[config.mk]
export PLATFORM = sky130hd
export DESIGN_NAME = text_console_cursor_engine_top_flat
export DESIGN_NICKNAME = d
export VERILOG_FILES = /design/src/rtl/tcce_pkg.sv /design/src/rtl/tcce_req_if.sv /design/src/rtl/tcce_rsp_if.sv /design/src/rtl/tcce_queue.sv /design/src/rtl/tcce_front.sv /design/src/rtl/tcce_back.sv /design/src/rtl/text_console_cursor_engine_top.sv /design/src/flat_wrapper.sv
export SDC_FILE = /design/constraint.sdc
export NUM_CORES = 1
export LEC_CHECK = 0
export ABC_AREA = 0
export BUFFER_PORTS_ARGS = -buffer_cell sky130_fd_sc_hd__buf_2
export CORE_MARGIN = 3
export CORE_UTILIZATION = 45
export DETAILED_ROUTE_END_ITERATION = 16
export MAX_ROUTING_LAYER = met4
export PLACE_DENSITY = 0.76
export SLEW_MARGIN = 10
export SYNTH_ARGS = -nofsm -noshare
export SYNTH_HDL_FRONTEND = slang
export SYNTH_SLANG_ARGS = --single-unit
[constraint.sdc]
create_clock -name clock -period 5.1 [get_ports clock]
set_input_delay 0.51 -clock clock [delete_from_list [all_inputs] [get_ports clock]]
set_output_delay 0.51 -clock clock [all_outputs]
set_load 0.05 [all_outputs]
[src/rtl/tcce_pkg.sv]
// ---------------------------------------------------------------------------
// tcce_pkg
// Geometry constants, codes and types of the text console cursor engine.
// ---------------------------------------------------------------------------
package tcce_pkg;

   localparam int TOTAL_CELLS  = 16384;
   localparam int SCREEN_COLS  = 80;
   localparam int SCREEN_ROWS  = 25;
   localparam int SCREEN_CELLS = SCREEN_COLS * SCREEN_ROWS;

   localparam int POS_W  = 14;
   localparam int CELL_W = $clog2(TOTAL_CELLS);
   localparam int COL_W  = $clog2(SCREEN_COLS);
   localparam int MEM_ROWS = TOTAL_CELLS / SCREEN_COLS + 1;
   localparam int ROW_W  = $clog2((MEM_ROWS > SCREEN_ROWS) ? MEM_ROWS : SCREEN_ROWS + 1);

   // first window row at which the window touches the end of memory
   localparam int END_ROW = (TOTAL_CELLS > SCREEN_CELLS) ?
      (TOTAL_CELLS - SCREEN_CELLS + SCREEN_COLS - 1) / SCREEN_COLS : 0;
   localparam int END_CELL = END_ROW * SCREEN_COLS;
   localparam int NEWLINE_LIMIT = TOTAL_CELLS - SCREEN_COLS;
   localparam int RESET_ROW = 5;
   localparam int RESET_CURSOR = RESET_ROW * SCREEN_COLS;
   localparam logic [7:0] RESET_COLOR = 8'd7;

   localparam int QUEUE_DEPTH = 2;
   localparam int QPTR_W = $clog2(QUEUE_DEPTH);
   localparam int QCNT_W = $clog2(QUEUE_DEPTH + 1);

   localparam logic [1:0] ACT_PUT_CHAR    = 2'd0;
   localparam logic [1:0] ACT_GOTO_XY     = 2'd1;
   localparam logic [1:0] ACT_SCROLL_UP   = 2'd2;
   localparam logic [1:0] ACT_SCROLL_DOWN = 2'd3;

   localparam logic [7:0] CH_NEWLINE   = 8'd10;
   localparam logic [7:0] CH_BACKSPACE = 8'd8;
   localparam logic [7:0] CH_BLANK     = 8'd32;

   localparam logic [2:0] OP_PRINT       = 3'd0;
   localparam logic [2:0] OP_NEWLINE     = 3'd1;
   localparam logic [2:0] OP_BACKSPACE   = 3'd2;
   localparam logic [2:0] OP_GOTO        = 3'd3;
   localparam logic [2:0] OP_SCROLL_UP   = 3'd4;
   localparam logic [2:0] OP_SCROLL_DOWN = 3'd5;

   typedef struct packed {
      logic [2:0]        op;
      logic [7:0]        char_code;
      logic [CELL_W-1:0] goto_cell;
      logic [ROW_W-1:0]  goto_row;
      logic [COL_W-1:0]  goto_col;
   } cmd_type;

   typedef struct packed {
      logic has_data;
      logic has_room;
   } queue_status_type;

endpackage

[src/rtl/tcce_req_if.sv]
// ---------------------------------------------------------------------------
// tcce_req_if
// Request channel: one console command word.
// ---------------------------------------------------------------------------
interface tcce_req_if;
   logic              valid;
   logic              ready;
   logic [1:0]        action;
   logic [7:0]        char_code;
   logic signed [7:0] column;
   logic signed [7:0] row;

   modport source (output valid, action, char_code, column, row, input ready);
   modport sink   (input valid, action, char_code, column, row, output ready);
endinterface

[src/rtl/tcce_rsp_if.sv]
// ---------------------------------------------------------------------------
// tcce_rsp_if
// Response channel: cell write plus new cursor and window start.
// ---------------------------------------------------------------------------
interface tcce_rsp_if;
   import tcce_pkg::*;

   logic             valid;
   logic             ready;
   logic             write_enable;
   logic [POS_W-1:0] cell_index;
   logic [7:0]       cell_char;
   logic [7:0]       cell_attr;
   logic [POS_W-1:0] cursor_index;
   logic [POS_W-1:0] window_start;

   modport source (output valid, write_enable, cell_index, cell_char, cell_attr,
                   cursor_index, window_start, input ready);
   modport sink   (input valid, write_enable, cell_index, cell_char, cell_attr,
                   cursor_index, window_start, output ready);
endinterface

[src/rtl/tcce_queue.sv]
// ---------------------------------------------------------------------------
// tcce_queue
// Short command queue between the decode front and the execute back.
// ---------------------------------------------------------------------------
module tcce_queue (
   input  logic                        clock,
   input  logic                        reset,
   input  logic                        push,
   input  tcce_pkg::cmd_type           push_cmd,
   input  logic                        pop,
   output tcce_pkg::cmd_type           head_cmd,
   output tcce_pkg::queue_status_type  status
);
   import tcce_pkg::*;

   cmd_type            entry_ff [QUEUE_DEPTH];
   logic [QPTR_W-1:0]  wr_ptr_ff, wr_ptr_in;
   logic [QPTR_W-1:0]  rd_ptr_ff, rd_ptr_in;
   logic [QCNT_W-1:0]  count_ff, count_in;

   always_comb begin
      wr_ptr_in = wr_ptr_ff;
      rd_ptr_in = rd_ptr_ff;
      count_in  = count_ff;
      if (push) begin
         wr_ptr_in = (wr_ptr_ff == QPTR_W'(QUEUE_DEPTH - 1)) ? '0 : wr_ptr_ff + 1'b1;
      end
      if (pop) begin
         rd_ptr_in = (rd_ptr_ff == QPTR_W'(QUEUE_DEPTH - 1)) ? '0 : rd_ptr_ff + 1'b1;
      end
      if (push && !pop) begin
         count_in = count_ff + 1'b1;
      end else if (pop && !push) begin
         count_in = count_ff - 1'b1;
      end
   end

   always_ff @(posedge clock) begin
      if (reset) begin
         wr_ptr_ff <= '0;
         rd_ptr_ff <= '0;
         count_ff  <= '0;
      end else begin
         wr_ptr_ff <= wr_ptr_in;
         rd_ptr_ff <= rd_ptr_in;
         count_ff  <= count_in;
      end
   end

   always_ff @(posedge clock) begin
      if (push) begin
         entry_ff[wr_ptr_ff] <= push_cmd;
      end
   end

   assign head_cmd        = entry_ff[rd_ptr_ff];
   assign status.has_data = (count_ff != '0);
   assign status.has_room = (count_ff != QCNT_W'(QUEUE_DEPTH));

endmodule

[src/rtl/tcce_front.sv]
// ---------------------------------------------------------------------------
// tcce_front
// Accepts request words, classifies them and clamps goto coordinates.
// ---------------------------------------------------------------------------
module tcce_front (
   tcce_req_if.sink                   req_chan,
   input  tcce_pkg::queue_status_type status,
   output logic                       push,
   output tcce_pkg::cmd_type          push_cmd
);
   import tcce_pkg::*;

   localparam logic signed [9:0] COL_MAX = 10'(SCREEN_COLS - 1);
   localparam logic signed [9:0] ROW_MAX = 10'(SCREEN_ROWS - 1);

   logic signed [9:0] col_ext;
   logic signed [9:0] row_ext;
   logic [COL_W-1:0]  col_clamped;
   logic [ROW_W-1:0]  row_clamped;

   assign col_ext = {{2{req_chan.column[7]}}, req_chan.column};
   assign row_ext = {{2{req_chan.row[7]}}, req_chan.row};

   always_comb begin
      priority if (col_ext < 10'sd0) begin
         col_clamped = '0;
      end else if (col_ext > COL_MAX) begin
         col_clamped = COL_W'(SCREEN_COLS - 1);
      end else begin
         col_clamped = COL_W'(col_ext);
      end
      priority if (row_ext < 10'sd0) begin
         row_clamped = '0;
      end else if (row_ext > ROW_MAX) begin
         row_clamped = ROW_W'(SCREEN_ROWS - 1);
      end else begin
         row_clamped = ROW_W'(row_ext);
      end
   end

   always_comb begin
      push_cmd.char_code = req_chan.char_code;
      push_cmd.goto_col  = col_clamped;
      push_cmd.goto_row  = row_clamped;
      push_cmd.goto_cell = CELL_W'(row_clamped * SCREEN_COLS + col_clamped);
      unique case (req_chan.action)
         ACT_PUT_CHAR: begin
            priority if (req_chan.char_code == CH_NEWLINE) begin
               push_cmd.op = OP_NEWLINE;
            end else if (req_chan.char_code == CH_BACKSPACE) begin
               push_cmd.op = OP_BACKSPACE;
            end else begin
               push_cmd.op = OP_PRINT;
            end
         end
         ACT_GOTO_XY:   push_cmd.op = OP_GOTO;
         ACT_SCROLL_UP: push_cmd.op = OP_SCROLL_UP;
         default:       push_cmd.op = OP_SCROLL_DOWN;
      endcase
   end

   assign req_chan.ready = status.has_room;
   assign push           = req_chan.valid && status.has_room;

endmodule

[src/rtl/tcce_back.sv]
// ---------------------------------------------------------------------------
// tcce_back
// Executes queued commands against cursor and window state, holds the
// color register and the response output register.
// ---------------------------------------------------------------------------
module tcce_back (
   input  logic                       clock,
   input  logic                       reset,
   input  logic                       csr_write_enable,
   input  logic [7:0]                 csr_write_data,
   input  tcce_pkg::cmd_type          head_cmd,
   input  tcce_pkg::queue_status_type status,
   output logic                       pop,
   tcce_rsp_if.source                 rsp_chan
);
   import tcce_pkg::*;

   logic [7:0]        color_ff;
   logic [CELL_W-1:0] cur_ff, cur_in;
   logic [ROW_W-1:0]  row_ff, row_in;
   logic [COL_W-1:0]  col_ff, col_in;
   logic [ROW_W-1:0]  ds_row_ff, ds_row_in, ds_row_step;
   logic [CELL_W-1:0] ds_cell_ff, ds_cell_in, ds_cell_step;

   logic              we_in;
   logic [CELL_W-1:0] idx_in;
   logic [7:0]        ch_in, attr_in;
   logic              is_put;
   logic [ROW_W:0]    row_limit;
   logic [ROW_W:0]    row_target;

   logic              out_valid_ff;
   logic              out_we_ff;
   logic [POS_W-1:0]  out_idx_ff, out_cursor_ff, out_window_ff;
   logic [7:0]        out_char_ff, out_attr_ff;
   logic              advance;

   assign advance = !out_valid_ff || rsp_chan.ready;
   assign pop     = status.has_data && advance;

   always_comb begin
      cur_in       = cur_ff;
      row_in       = row_ff;
      col_in       = col_ff;
      ds_row_step  = ds_row_ff;
      ds_cell_step = ds_cell_ff;
      we_in        = 1'b0;
      idx_in       = '0;
      ch_in        = '0;
      attr_in      = '0;
      is_put       = 1'b0;
      unique case (head_cmd.op)
         OP_PRINT: begin
            is_put = 1'b1;
            if (cur_ff < CELL_W'(TOTAL_CELLS - 1)) begin
               we_in   = 1'b1;
               idx_in  = cur_ff;
               ch_in   = head_cmd.char_code;
               attr_in = color_ff;
               cur_in  = cur_ff + 1'b1;
               if (col_ff == COL_W'(SCREEN_COLS - 1)) begin
                  col_in = '0;
                  row_in = row_ff + 1'b1;
               end else begin
                  col_in = col_ff + 1'b1;
               end
            end
         end
         OP_NEWLINE: begin
            is_put = 1'b1;
            if (cur_ff < CELL_W'(NEWLINE_LIMIT)) begin
               cur_in = cur_ff - CELL_W'(col_ff) + CELL_W'(SCREEN_COLS);
               col_in = '0;
               row_in = row_ff + 1'b1;
            end
         end
         OP_BACKSPACE: begin
            is_put = 1'b1;
            if (cur_ff != '0) begin
               cur_in  = cur_ff - 1'b1;
               we_in   = 1'b1;
               idx_in  = cur_ff - 1'b1;
               ch_in   = CH_BLANK;
               attr_in = color_ff;
               if (col_ff == '0) begin
                  col_in = COL_W'(SCREEN_COLS - 1);
                  row_in = row_ff - 1'b1;
               end else begin
                  col_in = col_ff - 1'b1;
               end
            end
         end
         OP_GOTO: begin
            cur_in = head_cmd.goto_cell;
            row_in = head_cmd.goto_row;
            col_in = head_cmd.goto_col;
         end
         OP_SCROLL_UP: begin
            if (ds_row_ff != '0) begin
               ds_row_step  = ds_row_ff - 1'b1;
               ds_cell_step = ds_cell_ff - CELL_W'(SCREEN_COLS);
            end
         end
         OP_SCROLL_DOWN: begin
            if (ds_row_ff < ROW_W'(END_ROW)) begin
               ds_row_step  = ds_row_ff + 1'b1;
               ds_cell_step = ds_cell_ff + CELL_W'(SCREEN_COLS);
            end
         end
         default: begin
         end
      endcase
   end

   // follow the cursor down by whole lines, stopping at the end of memory
   assign row_limit  = {1'b0, ds_row_ff} + (ROW_W+1)'(SCREEN_ROWS);
   assign row_target = {1'b0, row_in} - (ROW_W+1)'(SCREEN_ROWS - 1);

   always_comb begin
      ds_row_in  = ds_row_step;
      ds_cell_in = ds_cell_step;
      if (is_put && ({1'b0, row_in} >= row_limit) && (ds_row_ff < ROW_W'(END_ROW))) begin
         if (row_target >= (ROW_W+1)'(END_ROW)) begin
            ds_row_in  = ROW_W'(END_ROW);
            ds_cell_in = CELL_W'(END_CELL);
         end else begin
            ds_row_in  = ROW_W'(row_target);
            ds_cell_in = cur_in - CELL_W'(col_in) - CELL_W'((SCREEN_ROWS - 1) * SCREEN_COLS);
         end
      end
   end

   always_ff @(posedge clock) begin
      if (reset) begin
         color_ff     <= RESET_COLOR;
         cur_ff       <= CELL_W'(RESET_CURSOR);
         row_ff       <= ROW_W'(RESET_ROW);
         col_ff       <= '0;
         ds_row_ff    <= '0;
         ds_cell_ff   <= '0;
         out_valid_ff <= 1'b0;
      end else begin
         if (csr_write_enable) begin
            color_ff <= csr_write_data;
         end
         if (pop) begin
            cur_ff     <= cur_in;
            row_ff     <= row_in;
            col_ff     <= col_in;
            ds_row_ff  <= ds_row_in;
            ds_cell_ff <= ds_cell_in;
         end
         if (advance) begin
            out_valid_ff <= status.has_data;
         end
      end
   end

   always_ff @(posedge clock) begin
      if (pop) begin
         out_we_ff     <= we_in;
         out_idx_ff    <= POS_W'(idx_in);
         out_char_ff   <= ch_in;
         out_attr_ff   <= attr_in;
         out_cursor_ff <= POS_W'(cur_in);
         out_window_ff <= POS_W'(ds_cell_in);
      end
   end

   assign rsp_chan.valid        = out_valid_ff;
   assign rsp_chan.write_enable = out_we_ff;
   assign rsp_chan.cell_index   = out_idx_ff;
   assign rsp_chan.cell_char    = out_char_ff;
   assign rsp_chan.cell_attr    = out_attr_ff;
   assign rsp_chan.cursor_index = out_cursor_ff;
   assign rsp_chan.window_start = out_window_ff;

endmodule

[src/rtl/text_console_cursor_engine_top.sv]
// A request word goes into the command queue; when it reaches the queue head it is
// executed and its response word is held in the response register until taken.
// Throughput: one word per cycle while responses are taken; the execute stage
// updates cursor and window state behind a two-entry command queue.
// Reset (synchronous): cursor at the start of row five, window start zero,
// color 7, queue and response register empty.
// ---------------------------------------------------------------------------
// text_console_cursor_engine_top
// Text console cursor engine: decode front, command queue, execute back.
// ---------------------------------------------------------------------------
module text_console_cursor_engine_top (
   input  logic       clock,
   input  logic       reset,
   tcce_req_if.sink   req_chan,
   tcce_rsp_if.source rsp_chan,
   input  logic       csr_write_enable,
   input  logic [7:0] csr_write_data
);
   import tcce_pkg::*;

   logic             push;
   logic             pop;
   cmd_type          push_cmd;
   cmd_type          head_cmd;
   queue_status_type status;

   tcce_front u_front (
      .req_chan (req_chan),
      .status   (status),
      .push     (push),
      .push_cmd (push_cmd)
   );

   tcce_queue u_queue (
      .clock    (clock),
      .reset    (reset),
      .push     (push),
      .push_cmd (push_cmd),
      .pop      (pop),
      .head_cmd (head_cmd),
      .status   (status)
   );

   tcce_back u_back (
      .clock            (clock),
      .reset            (reset),
      .csr_write_enable (csr_write_enable),
      .csr_write_data   (csr_write_data),
      .head_cmd         (head_cmd),
      .status           (status),
      .pop              (pop),
      .rsp_chan         (rsp_chan)
   );

endmodule

[src/flat_wrapper.sv]
// flat-port wrapper written by rule: the top's interface ports become plain ports
module text_console_cursor_engine_top_flat import tcce_pkg::*;
  (clock, reset, csr_write_enable, csr_write_data, req_chan_valid, req_chan_action, req_chan_char_code, req_chan_column, req_chan_row, req_chan_ready, rsp_chan_valid, rsp_chan_write_enable, rsp_chan_cell_index, rsp_chan_cell_char, rsp_chan_cell_attr, rsp_chan_cursor_index, rsp_chan_window_start, rsp_chan_ready);
  tcce_req_if req_chan_i ();
  tcce_rsp_if rsp_chan_i ();
  input  logic clock;
  input  logic reset;
  input  logic csr_write_enable;
  input  logic [7:0] csr_write_data;
  input wire logic [$bits(req_chan_i.valid)-1:0] req_chan_valid;
  input wire logic [$bits(req_chan_i.action)-1:0] req_chan_action;
  input wire logic [$bits(req_chan_i.char_code)-1:0] req_chan_char_code;
  input wire logic [$bits(req_chan_i.column)-1:0] req_chan_column;
  input wire logic [$bits(req_chan_i.row)-1:0] req_chan_row;
  output wire logic [$bits(req_chan_i.ready)-1:0] req_chan_ready;
  output wire logic [$bits(rsp_chan_i.valid)-1:0] rsp_chan_valid;
  output wire logic [$bits(rsp_chan_i.write_enable)-1:0] rsp_chan_write_enable;
  output wire logic [$bits(rsp_chan_i.cell_index)-1:0] rsp_chan_cell_index;
  output wire logic [$bits(rsp_chan_i.cell_char)-1:0] rsp_chan_cell_char;
  output wire logic [$bits(rsp_chan_i.cell_attr)-1:0] rsp_chan_cell_attr;
  output wire logic [$bits(rsp_chan_i.cursor_index)-1:0] rsp_chan_cursor_index;
  output wire logic [$bits(rsp_chan_i.window_start)-1:0] rsp_chan_window_start;
  input wire logic [$bits(rsp_chan_i.ready)-1:0] rsp_chan_ready;
  assign req_chan_i.valid = req_chan_valid;
  assign req_chan_i.action = req_chan_action;
  assign req_chan_i.char_code = req_chan_char_code;
  assign req_chan_i.column = req_chan_column;
  assign req_chan_i.row = req_chan_row;
  assign req_chan_ready = req_chan_i.ready;
  assign rsp_chan_valid = rsp_chan_i.valid;
  assign rsp_chan_write_enable = rsp_chan_i.write_enable;
  assign rsp_chan_cell_index = rsp_chan_i.cell_index;
  assign rsp_chan_cell_char = rsp_chan_i.cell_char;
  assign rsp_chan_cell_attr = rsp_chan_i.cell_attr;
  assign rsp_chan_cursor_index = rsp_chan_i.cursor_index;
  assign rsp_chan_window_start = rsp_chan_i.window_start;
  assign rsp_chan_i.ready = rsp_chan_ready;
  text_console_cursor_engine_top u_core (.clock(clock), .reset(reset), .req_chan(req_chan_i), .rsp_chan(rsp_chan_i), .csr_write_enable(csr_write_enable), .csr_write_data(csr_write_data));
endmodule
=== Word level (Yosys, flattened, before mapping) ===
Memory sizes are Yosys's and may differ from the RTL's. A register that Yosys moved wholly into a read port is not among the register bits.
Cells that the tools add are included.

* $add $sub $neg: 21
* Equality and inequality tests: 13
* $mul: 1
* Magnitude comparators: 9
* Mux-type cells: 54
* Reduce and logical (&&, ||, !) cells: 20

{| class="wikitable"
|+ Operators by type and width
! kind !! count
|-
| 14-bit two-way mux || 9
|-
| 8-bit two-way mux || 14
|-
| 14-bit one-hot mux with 2 select lines || 2
|-
| 14-bit one-hot mux with 4 select lines || 1
|-
| 7-bit two-way mux || 7
|-
| 8-bit one-hot mux with 2 select lines || 3
|-
| 8-bit one-hot mux with 4 select lines || 1
|-
| 14-bit by 7-bit adder with 14-bit output, second input constant || 2
|-
| 14-bit < comparator, second input constant || 2
|-
| 7-bit one-hot mux with 4 select lines || 1
|-
| 14-bit by 7-bit subtractor with 14-bit output || 2
|-
| 8-bit by 1-bit adder with 8-bit output, second input constant || 2
|-
| 8-bit by 4-bit equality test with 1-bit output, second input constant || 2
|-
| 8-bit by 1-bit < comparator with 1-bit output, second input constant || 2
|-
| 8-bit by 1-bit subtractor with 8-bit output, second input constant || 2
|-
| 14-bit by 1-bit adder with 14-bit output, second input constant || 1
|-
| 14-bit by 7-bit adder with 14-bit output || 1
|-
| 14-bit nonzero test || 1
|-
| 14-bit by 1-bit subtractor with 14-bit output, second input constant || 1
|-
| 14-bit by 11-bit subtractor with 14-bit output, second input constant || 1
|-
| 14-bit by 7-bit subtractor with 14-bit output, second input constant || 1
|-
| 8-bit by 3-bit multiplier with 10-bit output, second input constant || 1
|-
| 8-bit by 5-bit adder with 9-bit output, second input constant || 1
|-
| 8-bit by 9-bit >= comparator with 1-bit output || 1
|-
| other kinds (34) || 57
|}

* Output and inout bits: 61
* Word-level logic and storage cells: 135
* Bits in registers: 123
* Memories kept: 1
* Memory bits (writable): 80

{| class="wikitable"
|+ Memory list
! name !! depth !! bits a word !! read ports !! clocked after memory_dff !! write ports !! line !! text
|-
| u_core.u_queue.entry_ff || 2 || 40 || 1 || 1 || 1 || tcce_queue.sv:16 || <nowiki>cmd_type entry_ff [QUEUE_DEPTH];</nowiki>
|}

=== Longest topological paths before layout ===
* Depth after elaboration: 9
* Mapped depth: 26

=== Modules after synthesis ===
Synthesis repeated with hierarchy kept, for this count alone.

* Cell total of the unflattened synthesis: 1,382
* Area total of the unflattened synthesis: 13,315.3 µm²

{| class="wikitable"
|+ Modules (own cells, without submodules)
! module !! cells each !! area an instance (µm²) !! times used
|-
| tcce_back || 1,137 || 9,535.4 || 1
|-
| tcce_queue || 146 || 3,080.5 || 1
|-
| tcce_front || 99 || 699.4 || 1
|}

=== Worst setup path after synthesis ===
Ideal clock, no wire load.

* Kind: register -> register
* From: register u_core.u_back.cur_ff[3]
* To: register u_core.u_back.ds_cell_ff[11]
* Arrival time: 5,419 ps
* Path slack: -389 ps
* Setup time: 70 ps
* Cell stages (with the launch flop): 22
* Path buffers: 2
* Cells stage by stage: dfxtp_1 > or4_4 > nor4_4 > inv_2 > clkbuf_1 > nand2_1 > clkbuf_1 > nor2_1 > a2111oi_0 > ha_1 > ha_1 > fa_1 > a21o_1 > a21oi_1 > nor2b_1 > o21ai_0 > a21boi_0 > a2111o_1 > a221oi_1 > xor2_1 > a221o_1 > a21oi_1

* Longest elaborated chain between the ends: 8
* Elaborated cells on any way between the ends: 28
* Those cells by class: 7 x add/sub; 4 x order compare; 14 x mux; 3 x reduce/logical

{| class="wikitable"
|+ Ends and longest elaborated chain
! item !! line !! text
|-
| from (decl) || tcce_back.sv:19 || <nowiki>logic [CELL_W-1:0] cur_ff, cur_in;</nowiki>
|-
| from (signal assigned) || tcce_back.sv:136 || <nowiki>cur_ff <= CELL_W'(RESET_CURSOR);</nowiki>
|-
| from (signal assigned) || tcce_back.sv:147 || <nowiki>cur_ff <= cur_in;</nowiki>
|-
| 14-bit by 7-bit subtractor with 14-bit output || tcce_back.sv:72 || <nowiki>cur_in = cur_ff - CELL_W'(col_ff) + CELL_W'(SCREEN_COLS);</nowiki>
|-
| 14-bit by 7-bit adder with 14-bit output || tcce_back.sv:72 ||
|-
| 14-bit two-way mux || tcce_back.sv:71 || <nowiki>if (cur_ff < CELL_W'(NEWLINE_LIMIT)) begin</nowiki>
|-
| 14-bit one-hot mux with 4 select lines || tcce_back.sv:52 || <nowiki>unique case (head_cmd.op)</nowiki>
|-
| 14-bit by 7-bit subtractor with 14-bit output || tcce_back.sv:128 || <nowiki>ds_cell_in = cur_in - CELL_W'(col_in) - CELL_W'((SCREEN_ROWS - 1) * SCREEN_COLS);</nowiki>
|-
| 14-bit by 11-bit subtractor with 14-bit output || tcce_back.sv:128 ||
|-
| 14-bit two-way mux || tcce_back.sv:123 || <nowiki>if (row_target >= (ROW_W+1)'(END_ROW)) begin</nowiki>
|-
| 14-bit two-way mux (*) || tcce_back.sv:122 || <nowiki>if (is_put && ({1'b0, row_in} >= row_limit) && (ds_row_ff < ROW_W'(END_ROW))) begin</nowiki>
|-
| to (signal assigned) || tcce_back.sv:151 || <nowiki>ds_cell_ff <= ds_cell_in;</nowiki>
|-
| to (decl) || tcce_back.sv:23 || <nowiki>logic [CELL_W-1:0] ds_cell_ff, ds_cell_in, ds_cell_step;</nowiki>
|}

Every way passes the cells marked *; elsewhere a longest branch is shown, timed or not.
A chain may end at the register's enable or synchronous reset.

=== Final worst setup path ===
* From: register u_core.u_back.cur_ff[6]
* To: register u_core.u_back.out_window_ff[13], in the netlist u_core.u_back.rsp_chan.window_start[13] (data pin)

* Elaborated cells on any way between the ends: 28
* Those cells by class: 7 x add/sub; 4 x order compare; 14 x mux; 3 x reduce/logical

{| class="wikitable"
|+ RTL lines
! item !! line !! text
|-
| 14-bit < comparator (tied with other cells) || tcce_back.sv:71 ||
|-
| 14-bit two-way mux, on equally long branches || tcce_back.sv:71, tcce_back.sv:55, tcce_back.sv:79 ||
|-
| 14-bit one-hot mux with 4 select lines (*) || tcce_back.sv:52 ||
|-
| net u_core.u_back.cur_in[1] || tcce_back.sv:19 ||
|-
| 14-bit by 7-bit subtractor with 14-bit output (*) || tcce_back.sv:128 ||
|-
| 14-bit by 11-bit subtractor with 14-bit output (*) || tcce_back.sv:128 ||
|-
| 14-bit two-way mux (*) || tcce_back.sv:123 ||
|-
| 14-bit two-way mux (*) || tcce_back.sv:122 ||
|-
| net u_core.u_back.ds_cell_in[13] || tcce_back.sv:23 ||
|-
| to (signal assigned) || tcce_back.sv:166 || <nowiki>out_window_ff <= POS_W'(ds_cell_in);</nowiki>
|-
| to (decl) || tcce_back.sv:34 || <nowiki>logic [POS_W-1:0] out_idx_ff, out_cursor_ff, out_window_ff;</nowiki>
|}

Mark *: on every way through the listed nets, which the timed path passes. The rest lies on a longest branch.

==> results.txt <==
Status: completed
Vias per std cell: 5.97
Drt wl/cell: 20.3 um
Hpwl dp: 29.7 mm
FILL cells: 2385
Initial DRC count: 1096
Root Buffer: clkbuf_16
Worst slew pin tran: 1120 ps
Post-synthesis cell count: 1351
Gp weighted congestion: 1.05
Crit-path cells: or4_4 > nor4_4 > inv_2 > nand2_2 > o21ai_1 > a221oi_2 > nor3b_2 > nor2_1 > ha_1 > ha_4 > fa_2 > a21o_1 > a21oi_2 > nor2b_1 > o21ai_2 > a21boi_2 > a2111o_1 > a2111oi_4 > xnor2_1 > and2_4 > a21oi_2
Initial antenna violation count: 1
Num CTS Buffers: 17
Minimum hold slack: 265 ps
Synth Register Bits: 194
Worst-path clk slew: 80 ps
CTS Buffer Depth: 2
Detailed-route via count: 11600
Die width: 174 um
IO Pins: 100
Layout area overhead: 21.8%
Max stage delay on crit path: 550 ps
Crit. End Element: flop
Tmin final: 4980 ps
Global-route wire length before repair: 61.1 mm
Drt pass-1 iters: 7
Clock Sinks: 194
Final net count: 1699
Antenna-violating nets left: 0
Synth top area cells: edfxtp_1 31%, dfxtp_1 10%, ha_1 9.4%
Final setup viols: 0
Worst EP arrival: 5180 ps
Post-synth EDFFs: 129
Crit-path leading delay family: compound AO/OA/AOI/OAI gates
Syn. warnings: 0
Top cells by count, synth: 136 x nor2_1, 129 x edfxtp_1, 95 x ha_1
Yosys top cell area share: 30.6%
Crit Path Max Fanout: 3
Post-synthesis cell type count: 83
Most common cell in the netlist: nor2_1
Core box area: 27300 um2
Min-delay worst type: in2reg
Overall routing resource usage: 26.2%
Die area: 30200 um2
Slew margin rel.: 25.0%
Final worst-path cycle share: 97.7%
Row Count: 60
Largest net degree at the start of global routing: 64
Unrepaired setup endpoints after global routing: yes
Buf+Inv Stages, Crit Path: 1
Die Y-Extent: 174 um
Mapped Area: 12700 um2
Htree depth: 4
TritonCTS clock tree: yes
CP Launch Type: flop
Wl on met1: 16.3 mm
Initial core utilization: 46.4%
CP most frequent cell: a21oi_2
Global route overflow: 0
Leading area contributor after synthesis: edfxtp_1
Syn Area/Cell: 9.38 um2
Post-Route WL: 39.5 mm
Sequential element share of the synthesized area: 40.8%
Crit Path Class: reg2reg
Layout cells sized above 1: 23.0%
Async set-reset flop share out of synthesis: 0%
Number of global-route vias before repair: 11200
Clock latency on the worst-skew pair: 440 ps
Finished Core Util: 56.5%
DR WL met3: 2.34 mm
Primary FF master, synth: edfxtp_1
Slowest CP cell: or4_4
Max-Cap Viols: 0
Clk_skew: 13.7 ps
Required time worst endpoint: 5300 ps
# DRC: 0
Met2 wire length: 19.5 mm
Setup TNS: 0 ps
Final Hold Vio Count: 0
Slew Limit Fails: 0
Port bufs: 99
Max Fclk: 201 MHz
Highest Signal Layer: met4
[logic make-up after synthesis]
group / Yosys count / share of synthesized area [%]
AOI/OAI and AO/OA: 383 / 20.6
other: 1 / 0.0296
xor gates and xnor gates: 58 / 4.01
adders and majority gates: 100 / 10.2
DFF: 194 / 40.8
buffers and inverters: 146 / 4.46
muxes: 42 / 3.40
and+or+nand+nor: 427 / 16.5
[path summary, 6_finish.rpt]
| kind | from | end | slack, ps | depth (start not counted) |
|---|---|---|---|---|
| worst max-delay path | u_core.u_back.cur_ff[6]$_SDFFE_PP0P_ | u_core.u_back.rsp_chan.window_start[13]$_DFFE_PP_ | 120 | 21 |
| worst max register to register | u_core.u_back.cur_ff[6]$_SDFFE_PP0P_ | u_core.u_back.rsp_chan.window_start[13]$_DFFE_PP_ | 120 | 21 |
| worst min register to register | u_core.u_back.ds_cell_ff[0]$_SDFFE_PP0P_ | u_core.u_back.ds_cell_ff[0]$_SDFFE_PP0P_ | 460 | 2 |
| worst min-delay path | csr_write_data[0] | u_core.u_back.color_ff[0]$_SDFFE_PP1P_ | 270 | 2 |
[stage by stage]
step	instance area, um2	worst slack [ps]	cells
finish	15400	115	1946
CTS	15200	3.27	1940
floorplan	12700	22.3	1357
global placement	14600	-37.2	1908
detailed placement	14600	-82.4	1908
global route	15400	-78.7	1946
[cell usage in the layout, fill, tap and decap left out, types with 59 or more instances in the layout]
master | synthesis | routed
dfxtp_1 | 65 | 59
buf_4 | 0 | 137
a21oi_1 | 91 | 83
o21ai_0 | 80 | 71
edfxtp_1 | 129 | 129
nor2_1 | 136 | 134
nand2_1 | 91 | 89
ha_1 | 95 | 90
inv_1 | 79 | 74
buf_2 | 8 | 99
[layer usage]
metal	vias to the layer above	GRT usage [%]
met5	-	-
met4	0	8.91
met2	487	44.6
met3	96	4.01
li1	5438	-
met1	5593	31.7
[flip-flops by register name, indices dropped and copies added (netlist names), 14 cells and up, named ones only]
signal and cells:
u_core.u_back.cur_ff 14, u_core.u_back.rsp_chan.cursor_index 14, u_core.u_back.rsp_chan.window_start 14, u_core.u_back.rsp_chan.cell_index 14
u_core.u_back.ds_cell_ff 14, u_core.u_queue.entry_ff 70
[layout make-up]
| cell class | instances | area [um2] | share of cell area (%) |
|---|---|---|---|
| Sequential cell | 194 | 5180 | 33.6 |
| Multi-Input combinational cell | 1017 | 7200 | 46.6 |
| Antenna cell | 1 | 2.50 | 0.0162 |
| Clock buffer | 18 | 450 | 2.92 |
| Tap cell | 372 | 465 | 3.02 |
| Inverter | 84 | 317 | 2.05 |
| Timing Repair Buffer | 246 | 1660 | 10.8 |
| Clock inverter | 14 | 158 | 1.02 |
[repair_timing]
action	CTS	global route
pin swaps	2	23
buffers inserted	0	5
endpoints found under the setup margin	5	17
gates cloned	0	0
hold buffers	0	0
resized for setup	8	54
Power is left out: the tool's default activity adds up to more than one toggle a clock period on the data nets, which glitch-free logic cannot reach.
